**config.mk**
```make
export PLATFORM = sky130hd
export DESIGN_NAME = fsh_mulmod
export DESIGN_NICKNAME = d
export VERILOG_FILES = /design/src/hw/rtl/fsh_pkg.sv /design/src/hw/rtl/fsh_mulmod.sv
export SDC_FILE = /design/constraint.sdc
export NUM_CORES = 1
export LEC_CHECK = 0
export BUFFER_PORTS_ARGS = -buffer_cell sky130_fd_sc_hd__buf_2
export CAP_MARGIN = 10
export CORE_MARGIN = 2
export CORE_UTILIZATION = 60
export CTS_BUF_LIST = sky130_fd_sc_hd__clkbuf_4 sky130_fd_sc_hd__clkbuf_8 sky130_fd_sc_hd__clkbuf_16
export DETAILED_ROUTE_END_ITERATION = 12
export HOLD_SLACK_MARGIN = 0.06
export MAX_ROUTING_LAYER = met4
export PLACE_DENSITY_LB_ADDON = 0.12
export SYNTH_ARGS = -nofsm -noshare
export SYNTH_HDL_FRONTEND = slang
export SYNTH_SLANG_ARGS = --single-unit
```
**constraint.sdc**
```tcl
create_clock -name clock -period 10.2 [get_ports clock]
set_input_delay 1.53 -clock clock [delete_from_list [all_inputs] [get_ports clock]]
set_output_delay 1.53 -clock clock [all_outputs]
set_load 0.02 [all_outputs]
```
**src/hw/rtl/fsh_pkg.sv**
```systemverilog
`default_nettype none
package fsh_pkg;

   localparam int HASH_W     = 31;
   localparam int CSR_ADDR_W = 3;
   localparam int CSR_DATA_W = 31;
   localparam int SEG_W      = 7;
   localparam int CNT_OUT_W  = 15;
   localparam int WEIGHT_W   = 9;

   // register indexes
   localparam logic [CSR_ADDR_W-1:0] REG_MODULUS  = 3'd0;
   localparam logic [CSR_ADDR_W-1:0] REG_BASE     = 3'd1;
   localparam logic [CSR_ADDR_W-1:0] REG_ROW_LEN  = 3'd2;
   localparam logic [CSR_ADDR_W-1:0] REG_ROW_CNT  = 3'd3;
   localparam logic [CSR_ADDR_W-1:0] REG_SEGMENTS = 3'd4;

   // reset values
   localparam logic [HASH_W-1:0] RST_MODULUS  = 31'd1000000007;
   localparam logic [HASH_W-1:0] RST_BASE     = 31'd261;
   localparam logic [14:0]       RST_ROW_LEN  = 15'd1920;
   localparam logic [11:0]       RST_ROW_CNT  = 12'd1080;
   localparam logic [SEG_W-1:0]  RST_SEGMENTS = 7'd8;

   // byte offset that maps a two's complement byte onto 1..256
   localparam logic [WEIGHT_W-1:0] BYTE_BIAS = 9'd129;

   typedef struct packed {
      logic              start;
      logic [HASH_W-1:0] a;
      logic [HASH_W-1:0] b;
   } mm_req_type;

endpackage
`default_nettype wire

```
**src/hw/rtl/fsh_mulmod.sv**
```systemverilog
`default_nettype none
module fsh_mulmod import fsh_pkg::*; (
   input  wire logic              clock,
   input  wire logic              reset,
   input  wire mm_req_type        req,
   input  wire logic [HASH_W-1:0] modulus,
   output logic                   done,
   output logic      [HASH_W-1:0] result
);
   // a must be below modulus; one bit of b per cycle, MSB first
   logic [HASH_W-1:0] a_ff, a_in, b_ff, b_in, acc_ff, acc_in;
   logic [4:0]        cnt_ff, cnt_in;
   logic              busy_ff, busy_in, done_ff, done_in;
   logic [HASH_W:0]   dbl, sum;

   always_comb begin
      a_in    = a_ff;
      b_in    = b_ff;
      acc_in  = acc_ff;
      cnt_in  = cnt_ff;
      busy_in = busy_ff;
      done_in = 1'b0;
      dbl = {acc_ff, 1'b0};
      if (dbl >= {1'b0, modulus}) begin
         dbl = dbl - {1'b0, modulus};
      end
      sum = dbl + (b_ff[HASH_W-1] ? {1'b0, a_ff} : '0);
      if (sum >= {1'b0, modulus}) begin
         sum = sum - {1'b0, modulus};
      end
      if (req.start) begin
         a_in    = req.a;
         b_in    = req.b;
         acc_in  = '0;
         cnt_in  = 5'(HASH_W - 1);
         busy_in = 1'b1;
      end else if (busy_ff) begin
         acc_in = HASH_W'(sum);
         b_in   = {b_ff[HASH_W-2:0], 1'b0};
         cnt_in = cnt_ff - 1'b1;
         if (cnt_ff == '0) begin
            busy_in = 1'b0;
            done_in = 1'b1;
         end
      end
   end

   always_ff @(posedge clock) begin
      if (reset) begin
         busy_ff <= 1'b0;
         done_ff <= 1'b0;
      end else begin
         busy_ff <= busy_in;
         done_ff <= done_in;
      end
      a_ff   <= a_in;
      b_ff   <= b_in;
      acc_ff <= acc_in;
      cnt_ff <= cnt_in;
   end

   assign done   = done_ff;
   assign result = acc_ff;
endmodule
`default_nettype wire

```
Word-level counts from Yosys, hierarchy flattened
Cells that the tools add are included.

Add/subtract/negate cells: 4. Order comparisons: 2. Muxes and demuxes: 9. Bitwise gates (word level): 1. Reduce and logical (&&, ||, !) cells: 3.

Operator list (count): $mux W31 (4); $ge A32 B31 Y1 (2); $add A32 B31 Y32 (1); $mux W32 (1); $sub A32 B31 Y32 (1); $sub A31 B31 Y31 (1); $logic_not A5 Y1 (1); $sub A5 B1 Y5 const B (1); $mux W1 (4); $reduce_or A3 Y1 (1); $reduce_bool A2 Y1 (1); $not A1 Y1 (1).

Register bits: 100. Bits of input ports: 96. Output and inout bits: 32. Logic and storage cells: 25.

Longest topological paths before layout
Depth after elaboration: 5. Depth in mapped cells: 35. Depth with buffers taken out: 33.

Worst setup path after synthesis
No wires, ideal clock.

Path kind: input to register. Start: in modulus[1]. End: reg acc_ff[12], in the netlist result[12]. Setup time: 0.122 ns. Data arrival time: 8.259 ns. Required time: 10.078 ns. Setup slack: 1.819 ns. Stages on the path: 33. Path buffers: 4. Cells stage by stage: inv_1 -> fa_1 -> a21oi_1 -> o21ai_0 -> o22ai_1 -> o221ai_2 -> o2111ai_1 -> and2_1 -> buf_6 -> clkbuf_1 -> clkbuf_1 -> nand2_1 -> o21ai_0 -> ha_1 -> clkbuf_1 -> o21ai_0 -> a21oi_1 -> a211oi_1 -> a21o_1 -> o21bai_1 -> a21o_1 -> a21oi_1 -> xnor2_1 -> ha_1 -> and2_1 -> a221o_1 -> a211oi_2 -> o211ai_1 -> o31ai_1 -> a41oi_2 -> nor4b_4 -> nor2_1 -> a221o_1.

Cells in the longest elaborated chain, start to end: 5. Elaborated cells on any way between the ends: 7. Those cells by class: 3 x add/sub; 2 x order compare; 2 x mux.

Ends and longest elaborated chain: from (decl) (RTL line fsh_mulmod.sv:6) `input wire logic [HASH_W-1:0] modulus,`; $sub A32 B31 Y32 / $ge A32 B31 Y1 (equally long branches) (RTL line fsh_mulmod.sv:25, fsh_mulmod.sv:24); $mux W32 (RTL line fsh_mulmod.sv:24) `if (dbl >= {1'b0, modulus}) begin`; $add A32 B31 Y32 (RTL line fsh_mulmod.sv:27) `sum = dbl + (b_ff[HASH_W-1] ? {1'b0, a_ff} : '0);`; $sub A31 B31 Y31 / $ge A32 B31 Y1 (equally long branches) (RTL line fsh_mulmod.sv:29, fsh_mulmod.sv:28); $mux W31 * (RTL line fsh_mulmod.sv:28) `if (sum >= {1'b0, modulus}) begin`; to (signal assigned) (RTL line fsh_mulmod.sv:58) `acc_ff <= acc_in;`; to (decl) (RTL line fsh_mulmod.sv:11) `logic [HASH_W-1:0] a_ff, a_in, b_ff, b_in, acc_ff, acc_in;`.

Every way passes the cells marked *; elsewhere a longest branch is shown, timed or not. A chain may end at the register's enable or synchronous reset.

Worst setup path after layout
Start: in modulus[0]. End: reg acc_ff[11], in the netlist result[11].

The elaborated chain is that of the path after synthesis.

==> results.py <==
metrics = {
    "layout": {
        "final_core_util_pct": 68.6,
        "seqCellArea_um2": 2620,
        "drive_gt1_share_pct": 17.1,
        "fillCellCount": 1281,
        "nets": 1400,
        "stdcell_count": 1400,
        "multiInputGateArea_um2": 6210,
        "n_antenna_cell": 0,
        "syn_to_final_growth_pct": 11.7,
    },
    "routing": {
        "via_per_inst": 6.28,
        "drcViolationCount": 0,
        "wl_per_cell_um": 19.7,
        "wirelength_um": 27500,
        "drt_iter0_markers": 784,
        "ant_nets": 0,
        "first_pass_iters": 6,
        "vias": 8789,
    },
    "sta": {
        "finalCritPeriodShare_pct": 92.2,
        "hold_violations": 0,
        "slew_headroom_pct": 33.1,
        "slew_violations": 0,
        "setup_tns_ns": 0,
        "setup_viol": 0,
        "rsz0062_at_grt": "no",
        "fmax_mhz": 106,
        "clock_skew_ns": 0.0124,
        "tightest_slew_ns": 1.00,
        "post-route-min-period_ns": 9.40,
        "timing.hold.ws_ns": 0.508,
    },
    "synthesis": {
        "yosysMostFrequentCell": "a21oi_1",
        "syn_inst": 1099,
        "async_flop_share_pct": 0,
        "synthAdderAreaFrac_pct": 13.3,
        "synth_xor_area_share_pct": 7.63,
        "synth_common_cells": "a21oi_1, nand2_1, ha_1",
        "ys_warn_count": 0,
        "synth_compound_area_share_pct": 24.2,
        "ys.flop_type": "edfxtp_1",
        "synth_top_area_share_pct": 20.0,
        "seq_area_frac_synth_pct": 28.2,
        "muxShareOfSynthArea_pct": 4.21,
        "syn_avg_cell_area_um2": 8.46,
        "syn_nets": 1292,
        "synth_top_cell_by_area": "edfxtp_1",
        "ys_seq_elements": 100,
        "synth.distinct_cells": 73,
        "yosys.area_share.simple_pct": 17.4,
        "mappedNetlistArea_um2": 9300,
        "synth_area_leaders": "edfxtp_1, ha_1, dfxtp_1",
        "synth_edf_count": 62,
        "synth_top_family_by_area": "compound AO/OA/AOI/OAI gates",
    },
    "worst_setup_path": {
        "cp-start-kind": "input port",
        "cp.arrival_ns": 9.65,
        "reg2reg_from": "result[0]",
        "crit_start": "modulus[0]",
        "reg2reg_depth": 28,
        "crit_path_end": "result[11]",
        "crit_fanout": 25,
        "r2r_end": "result[11]",
        "cp_slowest_cell": "fa_1",
        "timing.critical_path.mode_cell": "a21oi_1",
        "rrSetupSlack_ns": 1.80,
        "cp_data_required_time_ns": 10.45,
        "critPathCaptureType": "register",
        "path_class": "in -> reg",
        "cp_slowest_stage_delay_ns": 0.47,
    },
    "cts": {
        "cts_resized": 0,
        "cts_made_buffers": 9,
        "cts_sinks": 100,
        "htreeDepth": 3,
        "path_clk_slew_ns": 0.08,
        "post_cts_buffers": 0,
        "ctsHoldBuffers": 0,
        "cts-root-buf": "clkbuf_16",
        "clk_path_buf_depth": 2,
        "cts_tree": "built",
        "clk_latency_ns": 0.37,
    },
    "floorplanning": {
        "start_util_pct": 61.4,
        "num_io_pins": 128,
        "core_area_um2": 15100,
        "dieWidth_um": 128,
        "die-area_um2": 16500,
        "row_count": 45,
        "fp.dieH_um": 128,
    },
    "placement": {
        "place_inst": 1384,
        "dp_hpwl_um": 21300,
        "routabilityCongestion": 0.991,
        "numPortBuffers": 127,
    },
    "flow_run": {
        "maxCapViolCount": 0,
    },
    "grt": {
        "grt_pass1_vias": 8203,
        "track_usage_pct": 34.5,
        "grt_max_degree": 48,
        "grt-ovfl-total": 0,
        "grt_pass1_wl_um": 42800,
        "antenna_found_initial": 0,
    },
    "power": {
        "p_leak_nw": 4.58,
        "pwr_density_cell_nw_per_um2": 388,
        "irDropWorstVdd_uv": 172,
    },
    "status": {
        "status": "finished, final reports clean",
    },
    "min_path": {
        "min_from": "cnt_ff[4]",
        "hold_path_class": "reg -> reg",
    },
}
report_power, final:
group	total [mW]	internal [mW]	leakage, nW	switching, mW
sequential	0.575	0.501	0.929	0.0740
clock	0.361	0.177	0.151	0.184
combinational	3.09	1.16	3.50	1.93
worst min path at each step:
stage | depth (start not counted) | to | slack (ns)
floorplan | 2 | cnt_ff[4] | 0.46
global placement | 2 | cnt_ff[4] | 0.48
detailed placement | 2 | cnt_ff[4] | 0.50
CTS | 2 | cnt_ff[4] | 0.52
global route | 2 | cnt_ff[1] | 0.54
finish | 2 | cnt_ff[4] | 0.51
cell type report:
type / instances / share of cell area (%)
repair buffers: 138 / 6.94
flip-flops and latches: 100 / 25.3
clock inverters: 7 / 0.807
inverters: 77 / 2.78
well taps: 188 / 2.27
multi-input cells: 881 / 59.8
clock buffers: 9 / 2.17
layer usage:
layer | vias up | global-route usage (%) | share of wire [%]
met4 | 0 | 11.7 | 3.2
met5 | - | - | 0
met2 | 407 | 51.7 | 44
met1 | 4061 | 45.7 | 43
li1 | 4264 | - | -
met3 | 57 | 8.81 | 9.3
worst max-delay path, delay by kind of cell:
kind                       cells  cell delay [ns]
and+or+nand+nor                4             1.22
adders and majority gates      3             1.06
buffers and inverters          3             0.53
muxes                          1             0.40
AOI/OAI and AO/OA             18             4.69
xor gates and xnor gates       1             0.22
registers in the layout (all words and copies together), names as in the netlist:
register  flops
a_ff         31
done          1
busy_ff       1
b_ff         31
result       31
cnt_ff        5
cells in the final DEF, fill, tap and decap left out, drive strengths merged, types with 24 or more instances in the layout:
cell type and instances:
a21o 24, o21bai 25, a21oi 97, nor2 68
ha 94, buf 138, mux2 33, inv 80
nand3 26, dfxtp 38, nand2 96, o21ai 79
edfxtp 62, xor2 32, and2 36, xnor2 49
cells by family after synthesis:
family,after synthesis
AOI/OAI and AO/OA,342
xor gates and xnor gates,81
adders and majority gates,97
buffers and inverters,118
DFF,100
muxes,35
and+or+nand+nor,326
stage by stage:
stage / area [µm²] / power [mW] / setup WS, ns
after CTS: 10400 / 3.95 / 0.728
final: 10400 / 4.03 / 0.796
after global placement: 10100 / 3.56 / 0.695
after floorplan: 9300 / 2.86 / 1.82
after global routing: 10400 / 4.36 / 0.320
after detailed placement: 10100 / 3.57 / 0.370
Note: power is estimated with default switching activity, not from simulation.
