### config.mk
export PLATFORM = sky130hd
export DESIGN_NAME = fsh_div
export DESIGN_NICKNAME = d
export VERILOG_FILES = /design/src/hw/rtl/fsh_pkg.sv /design/src/hw/rtl/fsh_div.sv
export SDC_FILE = /design/constraint.sdc
export NUM_CORES = 1
export LEC_CHECK = 0
export BUFFER_PORTS_ARGS = -buffer_cell sky130_fd_sc_hd__buf_2
export CAP_MARGIN = 20
export CORE_UTILIZATION = 35
export CTS_BUF_LIST = sky130_fd_sc_hd__clkbuf_8
export DETAILED_ROUTE_END_ITERATION = 10
export PLACE_DENSITY = 0.68
export SYNTH_ARGS = -nofsm -noshare
export SYNTH_HDL_FRONTEND = slang
export SYNTH_SLANG_ARGS = --single-unit
### constraint.sdc
create_clock -name clock -period 2.02 [get_ports clock]
set_input_delay 0.404 -clock clock [delete_from_list [all_inputs] [get_ports clock]]
set_output_delay 0.404 -clock clock [all_outputs]
set_load 0.01 [all_outputs]
### src/hw/rtl/fsh_pkg.sv
`default_nettype none
package fsh_pkg;

   localparam int HASH_W     = 31;
   localparam int CSR_ADDR_W = 3;
   localparam int CSR_DATA_W = 31;
   localparam int SEG_W      = 7;
   localparam int CNT_OUT_W  = 15;
   localparam int WEIGHT_W   = 9;

   // register indexes
   localparam logic [CSR_ADDR_W-1:0] REG_MODULUS  = 3'd0;
   localparam logic [CSR_ADDR_W-1:0] REG_BASE     = 3'd1;
   localparam logic [CSR_ADDR_W-1:0] REG_ROW_LEN  = 3'd2;
   localparam logic [CSR_ADDR_W-1:0] REG_ROW_CNT  = 3'd3;
   localparam logic [CSR_ADDR_W-1:0] REG_SEGMENTS = 3'd4;

   // reset values
   localparam logic [HASH_W-1:0] RST_MODULUS  = 31'd1000000007;
   localparam logic [HASH_W-1:0] RST_BASE     = 31'd261;
   localparam logic [14:0]       RST_ROW_LEN  = 15'd1920;
   localparam logic [11:0]       RST_ROW_CNT  = 12'd1080;
   localparam logic [SEG_W-1:0]  RST_SEGMENTS = 7'd8;

   // byte offset that maps a two's complement byte onto 1..256
   localparam logic [WEIGHT_W-1:0] BYTE_BIAS = 9'd129;

   typedef struct packed {
      logic              start;
      logic [HASH_W-1:0] a;
      logic [HASH_W-1:0] b;
   } mm_req_type;

endpackage
`default_nettype wire

### src/hw/rtl/fsh_div.sv
`default_nettype none
module fsh_div import fsh_pkg::*; #(
   parameter int N = 15
) (
   input  wire logic             clock,
   input  wire logic             reset,
   input  wire logic             start,
   input  wire logic [N-1:0]     dividend,
   input  wire logic [SEG_W-1:0] divisor,
   output logic                  done,
   output logic      [N-1:0]     quotient
);
   localparam int CW = $clog2(N + 1);

   logic [N-1:0]     dq_ff, dq_in;
   logic [SEG_W-1:0] rem_ff, rem_in, div_ff, div_in;
   logic [CW-1:0]    cnt_ff, cnt_in;
   logic             busy_ff, busy_in, done_ff, done_in;
   logic [SEG_W:0]   trial;

   always_comb begin
      dq_in   = dq_ff;
      rem_in  = rem_ff;
      div_in  = div_ff;
      cnt_in  = cnt_ff;
      busy_in = busy_ff;
      done_in = 1'b0;
      trial   = {rem_ff, dq_ff[N-1]};
      if (start) begin
         dq_in   = dividend;
         rem_in  = '0;
         div_in  = divisor;
         cnt_in  = CW'(N - 1);
         busy_in = 1'b1;
      end else if (busy_ff) begin
         // shift in one dividend bit, subtract where it fits
         if (trial >= {1'b0, div_ff}) begin
            rem_in = SEG_W'(trial - {1'b0, div_ff});
            dq_in  = {dq_ff[N-2:0], 1'b1};
         end else begin
            rem_in = SEG_W'(trial);
            dq_in  = {dq_ff[N-2:0], 1'b0};
         end
         cnt_in = cnt_ff - 1'b1;
         if (cnt_ff == '0) begin
            busy_in = 1'b0;
            done_in = 1'b1;
         end
      end
   end

   always_ff @(posedge clock) begin
      if (reset) begin
         busy_ff <= 1'b0;
         done_ff <= 1'b0;
      end else begin
         busy_ff <= busy_in;
         done_ff <= done_in;
      end
      dq_ff  <= dq_in;
      rem_ff <= rem_in;
      div_ff <= div_in;
      cnt_ff <= cnt_in;
   end

   assign done     = done_ff;
   assign quotient = dq_ff;
endmodule
`default_nettype wire

* After elaboration in Yosys (flattened, before gate mapping)
Cells that the tools add are included.
** Operators by class
- Muxes and demuxes :: 8
- $lt $le $gt $ge :: 1
- Reduce and logical (&&, ||, !) cells :: 3
- Add/sub/neg operators :: 2
- Bitwise logic cells :: 1
** Operator list (number)
- 15-bit two-way mux :: 2
- 8-bit by 7-bit greater-or-equal comparator with 1-bit output :: 1
- 7-bit two-way mux :: 1
- 7-bit subtractor :: 1
- 1-bit two-way mux :: 5
- 4-bit zero test :: 1
- 4-bit by 1-bit subtractor with 4-bit output, second input constant :: 1
- 3-bit OR reduction :: 1
- 2-bit nonzero test :: 1
- 1-bit NOT :: 1
** Storage, ports and cells
- Output and inout bits :: 16
- Input bits :: 25
- Register bits after elaboration :: 35

* Depth between registers and ports, before layout
Gate-level depths: netlist of the first run.
- Word-level depth :: 4
- Depth in mapped cells :: 9

* Least setup slack after synthesis of the first run
No wires, ideal clock.
- Path kind :: register to register
- From :: register dq_ff[14], in the netlist quotient[14]
- To :: register rem_ff[0]
- Arrival :: 2173 ps
- Required time :: 1932 ps
- Stages on the path, launching flop included :: 10
- Path buffers :: 2
- Slack :: -241 ps
- Setup time :: 88 ps
- Path through :: edfxtp_1 -> inv_1 -> ha_1 -> fa_1 -> nand2b_2 -> a211o_1 -> buf_6 -> and3_1 -> buf_6 -> a311oi_2
** Between the ends
- Cells in the longest elaborated chain, start to end :: 2
- Elaborated cells between the ends (all ways) :: 3
- Classes of those cells :: 1 x add/sub; 1 x order compare; 1 x mux
** RTL lines
- from (decl) :: line fsh_div.sv:15 : logic [N-1:0] dq_ff, dq_in;
- from (signal assigned) :: line fsh_div.sv:60 : dq_ff <= dq_in;
- 7-bit subtractor / 8-bit by 7-bit greater-or-equal comparator with 1-bit output (equally long branches) :: line fsh_div.sv:38, fsh_div.sv:37
- 7-bit two-way mux * :: line fsh_div.sv:37 : if (trial >= {1'b0, div_ff}) begin
- to (signal assigned) :: line fsh_div.sv:61 : rem_ff <= rem_in;
- to (decl) :: line fsh_div.sv:16 : logic [SEG_W-1:0] rem_ff, rem_in, div_ff, div_in;
Every way passes the cells marked *; elsewhere a longest branch is shown, timed or not.
A chain may end at the register's enable or synchronous reset.

* Worst setup path after layout of the first run
- From :: register div_ff[0]
- To :: register rem_ff[2]
** Between the ends
- Cells in the longest elaborated chain, start to end :: 2
- Elaborated cells between the ends (all ways) :: 3
- Classes of those cells :: 1 x add/sub; 1 x order compare; 1 x mux
** RTL lines
- from (decl) :: line fsh_div.sv:16
- from (signal assigned) :: line fsh_div.sv:62 : div_ff <= div_in;
- 7-bit subtractor / 8-bit by 7-bit greater-or-equal comparator with 1-bit output (equally long branches) :: line fsh_div.sv:38, fsh_div.sv:37
- 7-bit two-way mux * :: line fsh_div.sv:37
Marked as above.

==> impl_metrics.tcl, run 1 <==
set metrics [dict create \
    skew_ps 7.65 \
    placeableCoreArea_um2 5200 \
    synth_nets 204 \
    final-setup-viol-count 0 \
    yosysUniqueCellTypes 46 \
    die_h_um 76.1 \
    dp_hpwl_um 2670 \
    rsz0062_at_grt "true" \
    synthArstFlopShare 0 \
    via_per_inst 5.01 \
    finalSetupTns_ps 0 \
    arrival_ps 2220 \
    worst_pin_slew_ps 440 \
    fin_hold_ws_ps 284 \
    start_util 0.369 \
    ios 41 \
    nets 252 \
    drc 0 \
    cts_made_buffers 5 \
    seq_area_um2 921 \
    drtIter0Drc 84 \
    r2r_slack_ps 10 \
    min_path_type "primary input to flop" \
    ys_ff_latch 35 \
    area_growth_pct 25.3 \
    cts_tree "yes" \
    critPathKind "flop to flop" \
    postLayoutCellArea_um2 2410 \
    clockRootBuffer "clkbuf_8" \
    max_cap_violations 0 \
    r2r_start "div_ff[0]$_DFFE_PP_" \
    clk_latency_ps 290 \
    drt-pass1-iter-count 4 \
    slew_viol_final 0 \
    ant_nets 0 \
    cts-htree-levels 2 \
    grt_pass1_wl_um 6290 \
    crit_end "rem_ff[2]$_SDFFE_PP0P_" \
    worst_r2r_path_depth 6 \
    fin_cells 289 \
    gr-total-overflow 0 \
    cts.sinks 35 \
    rows 26 \
    grt_max_degree 18 \
    max_slew_margin 0.707 \
    multi_input_area_um2 963 \
    layout_min_cycle_time_ps 2010 \
    cts_hold_buffers 0 \
    cts_max_path_buffers 2 \
    r2r_end "rem_ff[2]$_SDFFE_PP0P_" \
    die_width_um 76.1 \
    outcome "finished clean" \
    cts.clk_slew.worst_paths_ps 80 \
    path_max_fanout 7 \
    dpl_cell_area_um2 2250 \
    yosysSeqAreaShare 0.479 \
    syn_area_um2 1920 \
    power.density_nw_per_um2 777 \
    fin_crit_sh 0.993 \
    via_count 1448 \
    dp_cells 280 \
    cp-end-kind "flop" \
    cp-start-kind "flop" \
    routed_wl_um 3720 \
    crit_start "div_ff[0]$_DFFE_PP_" \
    final_core_util 0.463 \
    wl_per_cell_um 12.9 \
    antenna_found_initial 0 \
    fillCellCount 504 \
    die_area_um2 5790 \
    peakVddDrop_mv 0.395 \
    yosys_most_used_dff "edfxtp_1" \
    grt_pass1_vias 1372 \
    grt_usage 0.138 \
    leakagePower_nw 0.975 \
    gp_congestion 0.768 \
    synth_cells 170 \
    fmax_mhz 498 \
    synth-edff-count 22 \
    finalHoldViolCount 0 \
    final_layout_size_suffix_gt1_frac 0.416 \
    required_ps 2230 \
    io_buffers 40 \
    n_antenna_cell 0 \
    yosys_warnings 0 \
    syn_avg_cell_area_um2 11.3 \
]
[critical path: stages (launching register included)]
cell      delay [ps]
edfxtp_1         420
ha_4             190
fa_2             340
nand2b_4         150
a211o_4          360
and3_4           230
a311oi_2         250
[cell usage after synthesis (4+ instances only)]
master / count / area (um^2)
a41oi_1: 4 / 35.0
clkbuf_1: 6 / 22.5
dfxtp_1: 13 / 260
edfxtp_1: 22 / 661
ha_1: 8 / 100
inv_1: 13 / 48.8
mux2_2: 14 / 158
nand2_1: 9 / 33.8
nand2b_1: 7 / 43.8
nor2_1: 12 / 45.0
nor3b_1: 4 / 30.0
o21ai_0: 6 / 30.0
xnor2_1: 4 / 35.0
[registers in the layout, summed over array words and instances (netlist names)]
signal / flops
div_ff: 7
done: 1
cnt_ff: 4
rem_ff: 7
quotient: 15
busy_ff: 1
[cell families (layout without fill, tap and decap cells)]
logic type	after synthesis	after routing	share of synthesized area
compound gates	34	34	0.148
xor+xnor	5	5	0.0228
fa+ha+maj	9	9	0.0625
buf+inv	22	71	0.0514
flops	35	35	0.479
mux	15	15	0.0872
simple gates	50	50	0.148
[per-layer routing]
metal,wire length (um),track usage,part of all wire
met1,1770,0.166,0.48
met2,1760,0.221,0.47
met3,112,0.0491,0.030
met4,79,0.0635,0.021
met5,0,0,0
[power breakdown]
| group | total [mW] | leakage [nW] | switching, mW | internal (mW) |
|---|---|---|---|---|
| clock | 0.643 | 0.0581 | 0.275 | 0.368 |
| combinational | 0.365 | 0.591 | 0.187 | 0.178 |
| sequential | 0.864 | 0.326 | 0.0361 | 0.828 |
| total | 1.87 | 0.975 | 0.498 | 1.37 |
[per-stage QoR]
| step | setup slack (ps) | total power, mW |
|---|---|---|
| 2_1_floorplan | -79.9 | 1.12 |
| 3_3_place_gp | 15.2 | 1.23 |
| 3_5_place_dp | -25.5 | 1.23 |
| 4_1_cts | -1.09 | 1.88 |
| 5_1_grt | -46.1 | 1.97 |
| 6_report | 13.9 | 1.87 |
[area by class of cell]
class                           instances  area share
Tap cell                               70      0.0364
Multi-Input combinational cell        113       0.400
Clock inverter                          3      0.0182
Clock buffer                            5      0.0286
Sequential cell                        35       0.382
Inverter                               13      0.0203
Timing Repair Buffer                   50       0.114
[timing repair]
item | in CTS | in global routing
pin swaps | 2 | 1
setup buffers | 1 | 0
resized for setup | 2 | 4
setup endpoints to repair | 2 | 4
[placed cells by master (no fill, tap or decap), types with 4 or more instances in the layout]
| cell | Yosys | layout |
|---|---|---|
| buf_4 | 0 | 10 |
| nor2_1 | 12 | 12 |
| dfxtp_1 | 13 | 13 |
| a41oi_1 | 4 | 4 |
| inv_1 | 13 | 12 |
| ha_1 | 8 | 7 |
| nand2_1 | 9 | 9 |
| xnor2_1 | 4 | 4 |
| o21ai_0 | 6 | 6 |
| nand2b_1 | 7 | 7 |
| mux2_2 | 14 | 14 |
| clkbuf_8 | 0 | 5 |
| edfxtp_1 | 22 | 22 |
| nor3b_1 | 4 | 4 |
| buf_2 | 1 | 40 |
[how the worst min path moves through the flow]
stage | start | to | slack, ps | depth (start not counted)
global route | divisor[3] | div_ff[3]$_DFFE_PP_ | 270 | 1
global placement | cnt_ff[3]$_SDFFE_PP1P_ | cnt_ff[3]$_SDFFE_PP1P_ | 490 | 2
CTS | divisor[4] | div_ff[4]$_DFFE_PP_ | 280 | 1
detailed placement | cnt_ff[3]$_SDFFE_PP1P_ | cnt_ff[3]$_SDFFE_PP1P_ | 500 | 2
floorplan | cnt_ff[3]$_SDFFE_PP1P_ | cnt_ff[3]$_SDFFE_PP1P_ | 470 | 2
finish | divisor[4] | div_ff[4]$_DFFE_PP_ | 280 | 1
(Power assumes the default switching activity.)
==> inputs of run 2 (changes only) <==
--- a/config.mk
+++ b/config.mk
@@ -5,12 +5,13 @@
 export SDC_FILE = /design/constraint.sdc
 export NUM_CORES = 1
 export LEC_CHECK = 0
+export ABC_AREA = 1
 export BUFFER_PORTS_ARGS = -buffer_cell sky130_fd_sc_hd__buf_2
 export CAP_MARGIN = 20
 export CORE_UTILIZATION = 35
 export CTS_BUF_LIST = sky130_fd_sc_hd__clkbuf_8
 export DETAILED_ROUTE_END_ITERATION = 10
-export PLACE_DENSITY = 0.68
+export PLACE_DENSITY = 0.69
 export SYNTH_ARGS = -nofsm -noshare
 export SYNTH_HDL_FRONTEND = slang
 export SYNTH_SLANG_ARGS = --single-unit
==> run 2 against run 1 <==
  * Combinational power down 16%
  * Worst setup slack better by 150 ps
  * Power down 12%
  * Sequential power down 0.7%
  * Sequential cell count unchanged
  * Synthesized cell count up 28%
  * Largest power group unchanged
  * Critical endpoint is now rem_ff[5]$_SDFFE_PP0P_
  * Register-to-register slack better by 150 ps
  * Wire length down 2.4%
  * Critical path type unchanged
  * Synthesized area down 6.5%
  * Sequential share of layout area up 4.1 points
==> impl_metrics.tcl, run 2 <==
set metrics [dict create \
    outcome "finished clean" \
    synth_top_cell_by_area "edfxtp_1" \
    routed_wl_um 3630 \
    grt_max_degree 17 \
    wl_per_cell_um 10.9 \
    die_width_um 73.7 \
    io_buffers 40 \
    nets 299 \
    cts_hold_buffers 0 \
    dp_cells 325 \
    slew_viol_final 0 \
    synth-edff-count 22 \
    critPathBufInv 2 \
    synth_top_area_share 0.368 \
    max_cap_violations 0 \
    clockRootBuffer "clkbuf_8" \
    placeableCoreArea_um2 4820 \
    hold_path_end "div_ff[1]$_DFFE_PP_" \
    synth_nets 252 \
    yosys_warnings 0 \
    min_from "divisor[1]" \
    gr-total-overflow 0 \
    rsz0062_at_grt "false" \
    cp-end-kind "flop" \
    hold_depth 1 \
    cts-htree-levels 2 \
    r2r_end "rem_ff[5]$_SDFFE_PP0P_" \
    yosys.area_share.simple 0.311 \
    cts.clk_slew.worst_paths_ps 70 \
    gp_congestion 0.833 \
    die_area_um2 5420 \
    antenna_found_initial 0 \
    dp_hpwl_um 2710 \
    grt_pass1_vias 1385 \
    synthMuxAreaShare 0 \
    synth-xor-area-share 0.00975 \
    leakagePower_nw 1.11 \
    max_slew_margin 0.540 \
    final_layout_size_suffix_gt1_frac 0.207 \
    clk_latency_ps 280 \
    synth_common_cells "90 x nand2_1, 26 x inv_1, 22 x edfxtp_1" \
    mostFrequentLayoutCells "90 x nand2_1, 40 x buf_2, 27 x inv_1" \
    critPathMaxStageDelay_ps 400 \
    rows 25 \
    grt_pass1_wl_um 6030 \
    cp-start-kind "flop" \
    path_max_fanout 7 \
    fin_crit_sh 0.920 \
    drtIter0Drc 79 \
    skew_ps 5.01 \
    via_count 1519 \
    required_ps 2200 \
    cp_top_family "simple AND/OR/NAND/NOR gates" \
    crit_chain "inv_1 > ha_1 > fa_1 > inv_1 > nand3_1 > nand2_1 > nand2_1 > nand3_4 > nand3_1 > nand3_1 > nand2_1" \
    finalSetupTns_ps 0 \
    postCtsSetupBuffers 0 \
    critPathSlowestCell "fa_1" \
    ys_top_cells_by_area "edfxtp_1 37%, nand2_1 19%, dfxtp_1 14%" \
    syn_avg_cell_area_um2 8.24 \
    cts_max_path_buffers 2 \
    r2r_start "quotient[14]$_DFFE_PP_" \
    synth_cells 218 \
    start_util 0.373 \
    grt_usage 0.150 \
    cts_tree "yes" \
    power.density_nw_per_um2 758 \
    layout_min_cycle_time_ps 1860 \
    yosysSeqAreaShare 0.513 \
    fmax_mhz 538 \
    ys_ff_latch 35 \
    n_antenna_cell 0 \
    synthArstFlopShare 0 \
    arrival_ps 2030 \
    largest_register_ffs 15 \
    ant_nets 0 \
    r2r_slack_ps 160 \
    synth_compound_gate_area_share 0.0327 \
    cts_resized 0 \
    fillCellCount 500 \
    peakVddDrop_mv 0.495 \
    ios 41 \
    synthAdderAreaFrac 0.0669 \
    min_path_type "primary input to flop" \
    final-setup-viol-count 0 \
    worst_r2r_path_depth 11 \
    crit_start "quotient[14]$_DFFE_PP_" \
    cts.sinks 35 \
    drc 0 \
    yosys_most_used_dff "edfxtp_1" \
    worst_pin_slew_ps 688 \
    final_common_cell "nand2_1" \
    die_h_um 73.7 \
    drt-pass1-iter-count 4 \
    cts_made_buffers 5 \
    yosysMostFrequentCell "nand2_1" \
    via_per_inst 4.56 \
    syn_area_um2 1800 \
    critPathKind "flop to flop" \
    yosysUniqueCellTypes 26 \
    fin_cells 333 \
    finalHoldViolCount 0 \
    area_growth_pct 21.1 \
    synth_top_family_by_area "simple AND/OR/NAND/NOR gates" \
]
==> run 2: cell count changes after synthesis, moves of 3 or more <==
cell	delta
inv_1	+13
nand3_1	+17
clkbuf_1	-4
nor3b_1	-4
mux2_2	-14
a41oi_1	-4
nand2b_1	-7
nor2_1	+3
o21ai_0	-4
nand2_1	+81
xnor2_1	-3
==> run 2: cell families (layout without fill, tap and decap cells) <==
group | count (synthesis) | after routing
simple gates | 132 | 132
flops | 35 | 35
buf+inv | 32 | 80
fa+ha+maj | 9 | 9
compound gates | 8 | 8
xor+xnor | 2 | 2
==> run 2: per-stage QoR <==
stage	setup slack [ps]	util	hold slack, ps	cell area, um^2	power, mW
6_report	161	0.452	291	2180	1.65
5_1_grt	9.11	0.452	273	2180	1.75
4_1_cts	136	0.452	287	2180	1.67
3_5_place_dp	189	0.434	462	2090	1.18
3_3_place_gp	232	0.434	458	2090	1.18
2_1_floorplan	250	-	440	1800	1.07
==> run 2: how the worst max path moves through the flow <==
stage                             endpoint  slack, ps  depth (start not counted)
detailed placement   quotient[0]$_DFFE_PP_        190                          8
CTS                 rem_ff[5]$_SDFFE_PP0P_        140                         11
finish              rem_ff[5]$_SDFFE_PP0P_        160                         11
global route        rem_ff[4]$_SDFFE_PP0P_          9                         11
floorplan           rem_ff[6]$_SDFFE_PP0P_        250                         11
global placement    rem_ff[6]$_SDFFE_PP0P_        230                         11
==> run 2: area by class of cell <==
cell class / instances / area [um^2] / share of cell area
clock buffers: 5 / 68.8 / 0.0316
clock inverters: 3 / 16.3 / 0.00748
inverters: 29 / 109 / 0.0500
multi-input cells: 151 / 754 / 0.347
flip-flops and latches: 35 / 921 / 0.423
well taps: 67 / 83.8 / 0.0385
repair buffers: 43 / 223 / 0.102
==> run 2: where the power goes <==
part	leakage [nW]	switching [mW]	total, mW	internal [mW]
sequential	0.328	0.0309	0.858	0.827
combinational	0.738	0.184	0.307	0.123
clock	0.0470	0.247	0.483	0.236
==> run 2: routing by layer <==
metal  global-route usage  up-vias  routed length [um]
met5                    0        -                   0
met4               0.0449        0                  27
met3               0.0535        5                 177
met2                0.244       36                1800
met1                0.186      687                1620
li1                     -      791                   -
